==> src/design/cis_pkg.sv <==
// cis_pkg: shared types, constants and codes for the collapsing issue window
// no dependencies; imported by cis_ctrl, cis_datapath and collapsing_issue_window
package cis_pkg;

  localparam int Depth         = 6;
  localparam int NumRegs       = 32;
  localparam int WriteSlotBits = 16;
  localparam int NumCfgRegs    = 8;

  localparam int IdxW     = $clog2(Depth);
  localparam int CntW     = $clog2(Depth + 1);
  localparam int RegW     = $clog2(NumRegs);
  localparam int SlotW    = $clog2(WriteSlotBits);
  localparam int CfgIdxW  = $clog2(NumCfgRegs);
  localparam int LatW     = 4;
  localparam int SlotIdxW = LatW + 1;

  localparam logic [2:0]          FloatClass = 3'd6;
  localparam logic [SlotIdxW-1:0] SlotOffset = SlotIdxW'(2);
  localparam logic [LatW-1:0]     LatReset   = LatW'(1);

  typedef enum logic {
    REQ_ADD   = 1'b0,
    REQ_ISSUE = 1'b1
  } cis_req_e;

  typedef enum logic [2:0] {
    ST_ADDED    = 3'd0,
    ST_FULL     = 3'd1,
    ST_ISSUED   = 3'd2,
    ST_NONE_RDY = 3'd3,
    ST_EMPTY    = 3'd4
  } cis_status_e;

  typedef enum logic {
    CIS_IDLE = 1'b0,
    CIS_EXEC = 1'b1
  } cis_state_e;

  typedef struct packed {
    logic                     req_type;
    logic [2:0]               op_class;
    logic [RegW-1:0]          src_a;
    logic [RegW-1:0]          src_b;
    logic [RegW-1:0]          src_c;
    logic [2:0]               src_used;
    logic                     writes_dest;
    logic [RegW-1:0]          dest_reg;
    logic [15:0]              instr_tag;
    logic [NumRegs-1:0]       reg_ready;
    logic [WriteSlotBits-1:0] write_slots;
    logic                     float_free;
  } cis_req_t;

  typedef struct packed {
    logic [2:0]      status;
    logic [2:0]      out_op_class;
    logic [RegW-1:0] out_src_a;
    logic [RegW-1:0] out_src_b;
    logic [RegW-1:0] out_src_c;
    logic [2:0]      out_src_used;
    logic            out_writes_dest;
    logic [RegW-1:0] out_dest_reg;
    logic [15:0]     out_tag;
    logic [2:0]      occupancy;
    logic            window_full;
  } cis_res_t;

  typedef struct packed {
    logic [2:0]      op_class;
    logic [RegW-1:0] src_a;
    logic [RegW-1:0] src_b;
    logic [RegW-1:0] src_c;
    logic [2:0]      src_used;
    logic            writes_dest;
    logic [RegW-1:0] dest_reg;
    logic [15:0]     tag;
  } cis_entry_t;

  // controller to datapath
  typedef struct packed {
    logic load;
    logic exec;
  } cis_cmd_t;

endpackage

==> src/design/collapsing_issue_window.sv <==
// collapsing_issue_window: top level of the in-order compacting issue window
// depends on cis_pkg, cis_ctrl and cis_datapath
//
// usage
// - request channel: drive req_i and raise start_i; the transfer happens at the
//   rising edge where start_i is high and busy_o is low
// - req_type add appends an instruction at the tail (status full when no room);
//   req_type issue picks the oldest entry whose sources are ready, whose write
//   slot at class latency plus two is free, and, for float class, whose float
//   path is free; younger entries then move down one place
// - result channel: done_o is high for exactly one cycle with res_o valid; the
//   receiver takes it in that cycle and cannot stall it
// - result timing: the sequencer enters its execute state at the transfer edge;
//   done_o and res_o are registered at the end of that execute state
// - busy_o is high during the execute state of the sequencer, so no request is
//   taken then; a new request may be taken while a result is being shown
// - configuration: cfg_we_i writes the per-class write-back latency selected by
//   cfg_idx_i; write only while the block is idle
// - reset: the window is emptied, all latencies return to one, no result pending
module collapsing_issue_window (
  input  logic                         clk_i,
  input  logic                         rst_ni,
  input  logic                         start_i,
  output logic                         busy_o,
  input  cis_pkg::cis_req_t            req_i,
  output logic                         done_o,
  output cis_pkg::cis_res_t            res_o,
  input  logic                         cfg_we_i,
  input  logic [cis_pkg::CfgIdxW-1:0]  cfg_idx_i,
  input  logic [cis_pkg::LatW-1:0]     cfg_wdata_i
);
  import cis_pkg::*;

  cis_cmd_t cmd;

  // sequencer: load on transfer, execute the next cycle
  cis_ctrl u_ctrl (
    .clk_i   (clk_i),
    .rst_ni  (rst_ni),
    .start_i (start_i),
    .busy_o  (busy_o),
    .cmd_o   (cmd)
  );

  // window storage, select, collapse and result register
  cis_datapath u_dp (
    .clk_i       (clk_i),
    .rst_ni      (rst_ni),
    .cmd_i       (cmd),
    .req_i       (req_i),
    .cfg_we_i    (cfg_we_i),
    .cfg_idx_i   (cfg_idx_i),
    .cfg_wdata_i (cfg_wdata_i),
    .done_o      (done_o),
    .res_o       (res_o)
  );

  // every execute cycle is followed by exactly one result strobe
  a_exec_done: assert property (@(posedge clk_i) disable iff (!rst_ni)
    cmd.exec |=> done_o)
    else $error("execute cycle without result strobe");

  // the strobe never lands while the sequencer is still executing
  a_done_idle: assert property (@(posedge clk_i) disable iff (!rst_ni)
    done_o |-> !cmd.exec)
    else $error("result strobe during execute");

endmodule

==> src/design/cis_ctrl.sv <==
// cis_ctrl: two-state sequencer that takes a request and runs its execute state
// depends on cis_pkg
module cis_ctrl (
  input  logic              clk_i,
  input  logic              rst_ni,
  input  logic              start_i,
  output logic              busy_o,
  output cis_pkg::cis_cmd_t cmd_o
);
  import cis_pkg::*;

  cis_state_e state_q, state_d;

  always_ff @(posedge clk_i or negedge rst_ni) begin
    if (!rst_ni) begin
      state_q <= CIS_IDLE;
    end else begin
      state_q <= state_d;
    end
  end

  always_comb begin
    state_d = state_q;
    case (state_q)
      CIS_IDLE: begin
        if (start_i) state_d = CIS_EXEC;
      end
      CIS_EXEC: begin
        state_d = CIS_IDLE;
      end
      default: begin
        state_d = CIS_IDLE;
      end
    endcase
  end

  always_comb begin
    busy_o     = 1'b0;
    cmd_o.load = 1'b0;
    cmd_o.exec = 1'b0;
    case (state_q)
      CIS_IDLE: begin
        cmd_o.load = start_i;
      end
      CIS_EXEC: begin
        busy_o     = 1'b1;
        cmd_o.exec = 1'b1;
      end
      default: begin
        busy_o = 1'b0;
      end
    endcase
  end

endmodule

==> src/design/cis_datapath.sv <==
// cis_datapath: window entries, entry count, latency registers, oldest-first select
// depends on cis_pkg
module cis_datapath (
  input  logic                         clk_i,
  input  logic                         rst_ni,
  input  cis_pkg::cis_cmd_t            cmd_i,
  input  cis_pkg::cis_req_t            req_i,
  input  logic                         cfg_we_i,
  input  logic [cis_pkg::CfgIdxW-1:0]  cfg_idx_i,
  input  logic [cis_pkg::LatW-1:0]     cfg_wdata_i,
  output logic                         done_o,
  output cis_pkg::cis_res_t            res_o
);
  import cis_pkg::*;

  cis_req_t            req_q;
  cis_entry_t          entry_q [Depth];
  logic [CntW-1:0]     count_q;
  logic [LatW-1:0]     lat_q [NumCfgRegs];
  logic                done_q;
  cis_res_t            res_q, res_d;

  logic [NumCfgRegs-1:0] class_busy;
  logic [Depth-1:0]      can_issue;
  logic [IdxW-1:0]       sel;
  logic                  found;
  logic                  is_full;
  logic                  do_add;
  logic                  do_issue;
  cis_entry_t            new_entry;
  cis_entry_t            pick;

  // request latch
  always_ff @(posedge clk_i) begin
    if (cmd_i.load) req_q <= req_i;
  end

  // latency registers
  always_ff @(posedge clk_i or negedge rst_ni) begin
    if (!rst_ni) begin
      for (int c = 0; c < NumCfgRegs; c++) lat_q[c] <= LatReset;
    end else if (cfg_we_i) begin
      lat_q[cfg_idx_i] <= cfg_wdata_i;
    end
  end

  // per-class write slot check, each latency read at its own place
  always_comb begin
    logic [SlotIdxW-1:0] n;
    for (int c = 0; c < NumCfgRegs; c++) begin
      n = {1'b0, lat_q[c]} + SlotOffset;
      if (n < SlotIdxW'(WriteSlotBits)) class_busy[c] = req_q.write_slots[n[SlotW-1:0]];
      else class_busy[c] = 1'b0;
    end
  end

  // readiness of every held entry
  always_comb begin
    for (int i = 0; i < Depth; i++) begin
      can_issue[i] = (CntW'(i) < count_q)
        && (!entry_q[i].src_used[0] || req_q.reg_ready[entry_q[i].src_a])
        && (!entry_q[i].src_used[1] || req_q.reg_ready[entry_q[i].src_b])
        && (!entry_q[i].src_used[2] || req_q.reg_ready[entry_q[i].src_c])
        && (!entry_q[i].writes_dest || !class_busy[entry_q[i].op_class])
        && (entry_q[i].op_class != FloatClass || req_q.float_free);
    end
  end

  // oldest ready entry wins
  always_comb begin
    sel = '0;
    for (int i = Depth - 1; i >= 0; i--) begin
      if (can_issue[i]) sel = IdxW'(i);
    end
  end

  assign found    = |can_issue;
  assign is_full  = (count_q == CntW'(Depth));
  assign do_add   = cmd_i.exec && (req_q.req_type == REQ_ADD) && !is_full;
  assign do_issue = cmd_i.exec && (req_q.req_type == REQ_ISSUE) && found;
  assign pick     = entry_q[sel];

  always_comb begin
    new_entry.op_class    = req_q.op_class;
    new_entry.src_a       = req_q.src_a;
    new_entry.src_b       = req_q.src_b;
    new_entry.src_c       = req_q.src_c;
    new_entry.src_used    = req_q.src_used;
    new_entry.writes_dest = req_q.writes_dest;
    new_entry.dest_reg    = req_q.dest_reg;
    new_entry.tag         = req_q.instr_tag;
  end

  // append at tail, or collapse younger entries over the issued one
  always_ff @(posedge clk_i) begin
    if (do_add) begin
      entry_q[count_q[IdxW-1:0]] <= new_entry;
    end else if (do_issue) begin
      for (int i = 0; i < Depth - 1; i++) begin
        if (IdxW'(i) >= sel) entry_q[i] <= entry_q[i+1];
      end
    end
  end

  always_ff @(posedge clk_i or negedge rst_ni) begin
    if (!rst_ni) begin
      count_q <= '0;
    end else if (do_add) begin
      count_q <= count_q + CntW'(1);
    end else if (do_issue) begin
      count_q <= count_q - CntW'(1);
    end
  end

  always_comb begin
    logic [CntW-1:0] cnt_next;
    cis_status_e     st;
    res_d    = '0;
    cnt_next = count_q;
    if (req_q.req_type == REQ_ADD) begin
      if (is_full) begin
        st = ST_FULL;
      end else begin
        st       = ST_ADDED;
        cnt_next = count_q + CntW'(1);
      end
    end else if (count_q == '0) begin
      st = ST_EMPTY;
    end else if (found) begin
      st                    = ST_ISSUED;
      cnt_next              = count_q - CntW'(1);
      res_d.out_op_class    = pick.op_class;
      res_d.out_src_a       = pick.src_a;
      res_d.out_src_b       = pick.src_b;
      res_d.out_src_c       = pick.src_c;
      res_d.out_src_used    = pick.src_used;
      res_d.out_writes_dest = pick.writes_dest;
      res_d.out_dest_reg    = pick.dest_reg;
      res_d.out_tag         = pick.tag;
    end else begin
      st = ST_NONE_RDY;
    end
    res_d.status      = st;
    res_d.occupancy   = 3'(cnt_next);
    res_d.window_full = (cnt_next == CntW'(Depth));
  end

  always_ff @(posedge clk_i) begin
    if (cmd_i.exec) res_q <= res_d;
  end

  always_ff @(posedge clk_i or negedge rst_ni) begin
    if (!rst_ni) begin
      done_q <= 1'b0;
    end else begin
      done_q <= cmd_i.exec;
    end
  end

  assign done_o = done_q;
  assign res_o  = res_q;

  a_count_range: assert property (@(posedge clk_i) disable iff (!rst_ni)
    count_q <= CntW'(Depth))
    else $error("entry count beyond window depth");

  a_issue_shrinks: assert property (@(posedge clk_i) disable iff (!rst_ni)
    done_q && res_q.status == ST_ISSUED |-> count_q == $past(count_q) - CntW'(1))
    else $error("issue did not remove one entry");

  a_add_grows: assert property (@(posedge clk_i) disable iff (!rst_ni)
    done_q && res_q.status == ST_ADDED |-> count_q == $past(count_q) + CntW'(1))
    else $error("add did not append one entry");

  a_occ_matches: assert property (@(posedge clk_i) disable iff (!rst_ni)
    done_q |-> res_q.occupancy == 3'(count_q))
    else $error("reported occupancy differs from entry count");

endmodule
==> config.mk <==
export PLATFORM = sky130hd
export DESIGN_NAME = collapsing_issue_window
export DESIGN_NICKNAME = d
export VERILOG_FILES = /design/src/design/cis_pkg.sv /design/src/design/collapsing_issue_window.sv /design/src/design/cis_ctrl.sv /design/src/design/cis_datapath.sv
export SDC_FILE = /design/constraint.sdc
export NUM_CORES = 1
export LEC_CHECK = 0
export BUFFER_PORTS_ARGS = -buffer_cell sky130_fd_sc_hd__buf_4
export CORE_ASPECT_RATIO = 1.25
export CORE_MARGIN = 2
export CORE_UTILIZATION = 40
export CTS_BUF_LIST = sky130_fd_sc_hd__clkbuf_16
export DETAILED_ROUTE_END_ITERATION = 10
export SLEW_MARGIN = 20
export SYNTH_ARGS = -nofsm -noshare
export SYNTH_HDL_FRONTEND = slang
export SYNTH_SLANG_ARGS = --single-unit
==> constraint.sdc <==
create_clock -name clk_i -period 7.2 [get_ports clk_i]
set_clock_uncertainty 0.1 [all_clocks]
set_input_delay 0 -clock clk_i [delete_from_list [all_inputs] [get_ports clk_i]]
set_output_delay 0 -clock clk_i [all_outputs]
set_load 0.005 [all_outputs]
### Word level (Yosys, flattened, before mapping)

Memories as Yosys holds them, arrays and structs flattened. A register that Yosys moved wholly into a read port is not among the register bits.
Index checks and enable logic that the tools add are counted.

* memories kept: 1
* input bits: 104
* register bits after elaboration: 137
* bits in read-only memories: 0
* RAM bits: 258
* word-level logic and storage cells: 323
* latch bits: 0
* output and inout port bits: 52

Memory list
* u_dp.entry_q: depth 6, bits a word 43, read ports 7, clocked after Yosys merged registers in 1, write ports 5, RTL line cis_datapath.sv:17 `cis_entry_t entry_q [Depth];`

* bitwise operators: 4
* magnitude comparators: 53
* reductions and logical operators: 101
* $add $sub $neg: 10
* div/mod/pow operators: 0
* eq/ne operators: 8
* shift-type cells: 0
* multiply operators: 0
* muxes and demuxes: 120

Operators with widths (number)
* 5-bit by 6-bit less-than comparator with 1-bit output (second input constant): 18
* 1-bit binary-select mux with 5-bit select: 18
* 1-bit 2-to-1 mux: 68
* 3-bit 2-to-1 mux: 15
* 43-bit 2-to-1 mux: 1
* 43-bit OR reduction: 1
* 4-bit by 2-bit adder with 5-bit output (second input constant): 8
* 4-bit by 5-bit less-than comparator with 1-bit output (second input constant): 8
* 5-bit less-than comparator (second input constant): 8
* 1-bit logical AND: 35
* 1-bit binary-select mux with 4-bit select: 8
* 32-bit bitwise mux: 1
* 1-bit zero test: 31
* 1-bit logical OR: 30
* 3-bit by 4-bit less-than comparator with 1-bit output (second input constant): 6
* 1-bit binary-select mux with 3-bit select: 6
* 3-bit != test (second input constant): 6
* 4-bit demux with 3-bit select: 1
* 3-bit == test (second input constant): 2
* 1-bit by 3-bit greater-or-equal comparator with 1-bit output (first input constant): 2
* 2-bit by 3-bit greater-or-equal comparator with 1-bit output (first input constant): 2
* 1-bit by 3-bit less-than comparator with 1-bit output (first input constant): 2
* 2-bit by 3-bit less-than comparator with 1-bit output (first input constant): 2
* 3-bit less-than comparator (first input constant): 2
* 13 further kinds: 15

### Logic depth before layout (Yosys ltp)

* depth in word-level cells: 23
* gate-level depth with buffers: 17
* gate-level depth less buffers: 11

### Modules after synthesis

From an unflattened synthesis, not the netlist that was laid out.

* cell total of the unflattened synthesis: 1651
* area total of the unflattened synthesis: 25275.5 um2

Modules (own cells, without submodules)
* cis_datapath: instances 1, sequential area each 12952.4 um2, area an instance 25221.7 um2, cells each 1647
* cis_ctrl: instances 1, sequential area each 25.0 um2, area an instance 53.8 um2, cells each 4

### Worst setup path before layout

Ideal clock, no wire load.

* path kind: register -> register
* from: reg u_ctrl.state_q
* to: reg u_ctrl.state_q
* cell stages (with the launch flop): 3
* period minus slack after synthesis: 6.097 ns
* path buffers: 1
* slack: 1.103 ns
* required time: 6.542 ns
* setup time: 0.558 ns
* arrival time: 5.440 ns
* cell sequence: dfrtp_1 > clkbuf_1 > nor2b_1

* word-level cells in the longest chain between the ends: 2

RTL lines
* from (decl): RTL line cis_ctrl.sv:12 `cis_state_e state_q, state_d;`
* from (signal assigned): RTL line cis_ctrl.sv:18 `state_q <= state_d;`
* 1-bit NOT: RTL line cis_ctrl.sv:24 `case (state_q)`
* 1-bit one-hot mux with 2 select lines *: RTL line cis_ctrl.sv:24
* via u_ctrl.state_d: RTL line cis_ctrl.sv:12

The timed path passes the listed nets; every way through them passes the cells marked *.
A chain may end at the register's enable or synchronous reset.

==> results.md <==
- PD cells: ~300 mW/mm2
- Status: finished, final reports clean
- Comb pwr share: a little over a third
- Synthesized flop and latch total: 450
- TritonCTS clock tree: yes
- CTS Root Cell: clkbuf_16
- Wire length of the first global-routing pass: 133400 um
- P_sw: 3.597 mW
- CP Capture Type: flip-flop
- FFs w/ async S/R, synth: a little over 8%
- Slew Limit Fails: 0
- Post-synth EDFFs: 413
- Hold Path End: u_dp.new_entry[36]
- WL met2: 45090 um
- Vias post-DR: between 15000 and 20000
- Crit path depth: 11
- Clock Latency Late Sink: 640 ps
- Placeable Area: 0.06658 mm2
- Vias in the first global route: about 20000
- Fin crit share: 84.77%
- Top-count cell post-synth: edfxtp_1
- H-tree levels: 2
- Mapped Cells: about 1900
- Final Hold Viols: 0
- Area Overhead vs Synth: 19.56%
- Initial antenna violation count: 4
- Cells on worst reg2reg path: 11
- R2r endpoint: u_dp.res_o[30]
- Largest net degree at the start of global routing: a little under 60
- Hold slack: 24.80 ps
- Die height: 293.5 um
- Hold-critical path depth: 2
- Setup_tns: 0 ps
- Setup crit start kind: flip-flop
- Nets@finish: roughly 2300
- DR WL/cell: approximately 30 um
- CTS Buf Count: between 40 and 50
- CTS clk-pin slew, worst paths: approximately 60 ps
- Post-synth top area cell: edfxtp_1
- CTS sink cnt: 450
- Top routing layer in use: met5
- Drt pass-1 iters: 5
- Cell Chain, Critical Path: mux2i_1 > mux4_2 > a22oi_1 > o2111ai_1 > a2111oi_0 > o2111ai_1 > a211oi_4 > nand2_2 > buf_4 > o221ai_1 > o22ai_1
- Maximum VDD drop: 0.2070 mV
- Crit-path most repeated cell: o2111ai_1
- Sequential power share: 39.2%
- Clock share of power: roughly 24%
- Final WL: around 91000 um
- Slew HR: 20.88%
- DR vias/cell: approximately 6.4
- Post-Syn Nets: 2004
- Flop-to-flop setup slack: 1100 ps
- P_int: about 6.2 mW
- Initial Util: 40.27%
- Die W: ~240 um
- Hold Startpoint: req_i[85]
- Number of DRC markers in iteration 0: 2108
- Worst r2r src: u_dp.entry_q[4][32]
- Seq/Total Area, Yosys: about half
- Crit path max fanout: 39
- Setup Viol. Count Final: 0
- DR DRC count: 0
- Post-layout util: 48.15%
- Top cell type's share of synthesized area: 46.25%
- Metal3 WL: roughly 6500 um
- Max-cap violations: 0
- Buffers & Inverters on Critical Path: 1
- Achievable frequency: approximately 0.16 GHz
- Synth unique cells: just over 80
- Critical path arrival: 6300 ps
- CP max stage delay: 990 ps
- Ys flop type: edfxtp_1
- CP max stage cell: edfxtp_1
- Worst setup path class: flip-flop to flip-flop
- Clk buf depth: 3
- Grt total ovfl: 0
- Final ANT Viol Nets: 0
- Sw frac: a little over a third
- Detailed placement HPWL: 59540 um
- M1 wire length: approximately 35000 um
- Layout cells sized above 1: 34.02%
- WP data required: roughly 7400 ps
- CTS resizes: 0
- CP top delay family: compound AO/OA/AOI/OAI gates
- Worst-margin pin slew: 1187 ps
- Row count: ~110
- Top post-synthesis cells by area: edfxtp_1 46%, mux4_2 11%, mux2_2 10%, mux2i_1 7.1%, dfrtp_1 2.7%
- Die Area: 0.06914 mm2
- Yosys warning count: 0
- RSZ-0062 raised after global routing: no
- P_leak: roughly 12 nW
- Hold Crit Class: input port to flip-flop
- IO Count: approximately 160
- Mapped cell area: ~0.027 mm2
- Port Buffers: roughly 160
- Total GRT Usage: around a quarter
- Synth Area per Inst: between 10 and 15 um2
- Final Wtd Congestion: roughly 0.92
- Final critical-path required period: just over 6000 ps
- Top post-synthesis cells by count: 413 x edfxtp_1, 242 x mux2_2, 191 x mux2i_1
## worst max path at each step
stage	startpoint	endpoint	slack (ps)
floorplan	u_ctrl.state_q	u_ctrl.state_q	1100
global placement	u_dp.entry_q[4][32]	u_dp.res_o[32]	1260
detailed placement	u_dp.entry_q[4][32]	u_dp.res_o[30]	1270
CTS	u_dp.entry_q[4][32]	u_dp.res_o[37]	1230
global route	u_dp.entry_q[4][32]	u_dp.res_o[37]	900
finish	u_dp.entry_q[4][32]	u_dp.res_o[30]	1100
## area by class of cell
type / count / area, um2
tap: 864 / 1081
clock inverter: 39 / 295.3
multi-input combinational: 1236 / 12710
fill: 5806 / 34520
inverter: 42 / 157.7
timing repair buffer: 375 / 3268
antenna: 2 / 5.005
sequential: 450 / 13340
clock buffer: 48 / 1201
## logic make-up after synthesis
group,Yosys count,synth area share (%)
mux,609,31.04
flops,450,49.74
compound gates,323,9.370
simple gates,287,5.791
buf+inv,201,3.322
fa+ha+maj,13,0.6066
xor+xnor,4,0.1307
## power groups by stage
stage	combinational [mW]	clock, mW	sequential, mW
after floorplan	2.45	0	3.60
after global placement	3.41	0	3.88
after detailed placement	3.47	0	3.89
after CTS	3.55	2.44	3.84
after global routing	3.80	2.54	3.89
final	3.58	2.39	3.85
## registers in the layout (all words and copies together), names as in the netlist
name / cells
u_dp.entry_q: 270
u_dp.count_q: 3
u_dp.req_q: 50
u_dp.done_o: 1
u_dp.new_entry: 43
u_ctrl.state_q: 1
u_dp.res_o: 50
u_dp.lat_q: 32
## stage by stage
stage	power [mW]	worst slack (ps)	area (um2)	std cells
after floorplan	6.058	1103	26810	1887
after global placement	7.287	1264	28940	2809
after detailed placement	7.355	1265	28990	2811
after CTS	9.834	1233	32050	3054
after global routing	10.23	898.0	32050	3054
final	9.821	1097	32060	3056
## timing repair
| action | 4_1_cts | 5_1_grt |
|---|---|---|
| setup buffers | 0 | 0 |
| hold buffers | 156 | 0 |
| hold endpoints to repair | 162 | 0 |
## per-layer routing
metal	global-route usage, %	up-vias
met5	0	-
met4	10.86	4
met3	4.444	244
met2	44.96	1023
met1	31.95	9999
li1	-	8244
## cell usage in the layout (no fill, tap or decap), types with 24 or more instances in the layout
| master | n |
|---|---|
| edfxtp_1 | 413 |
| mux2_2 | 242 |
| buf_4 | 215 |
| mux2i_1 | 191 |
| dlygate4sd3_1 | 155 |
| mux4_2 | 133 |
| nand2_1 | 66 |
| inv_1 | 60 |
| nand3_1 | 50 |
| clkbuf_16 | 48 |
| mux2_4 | 39 |
| a21oi_1 | 35 |
| nor2_1 | 35 |
| dfrtp_1 | 28 |
| a211oi_1 | 27 |
| nand2b_1 | 24 |
| o22ai_1 | 24 |
Power figures use the tool's default switching activity.
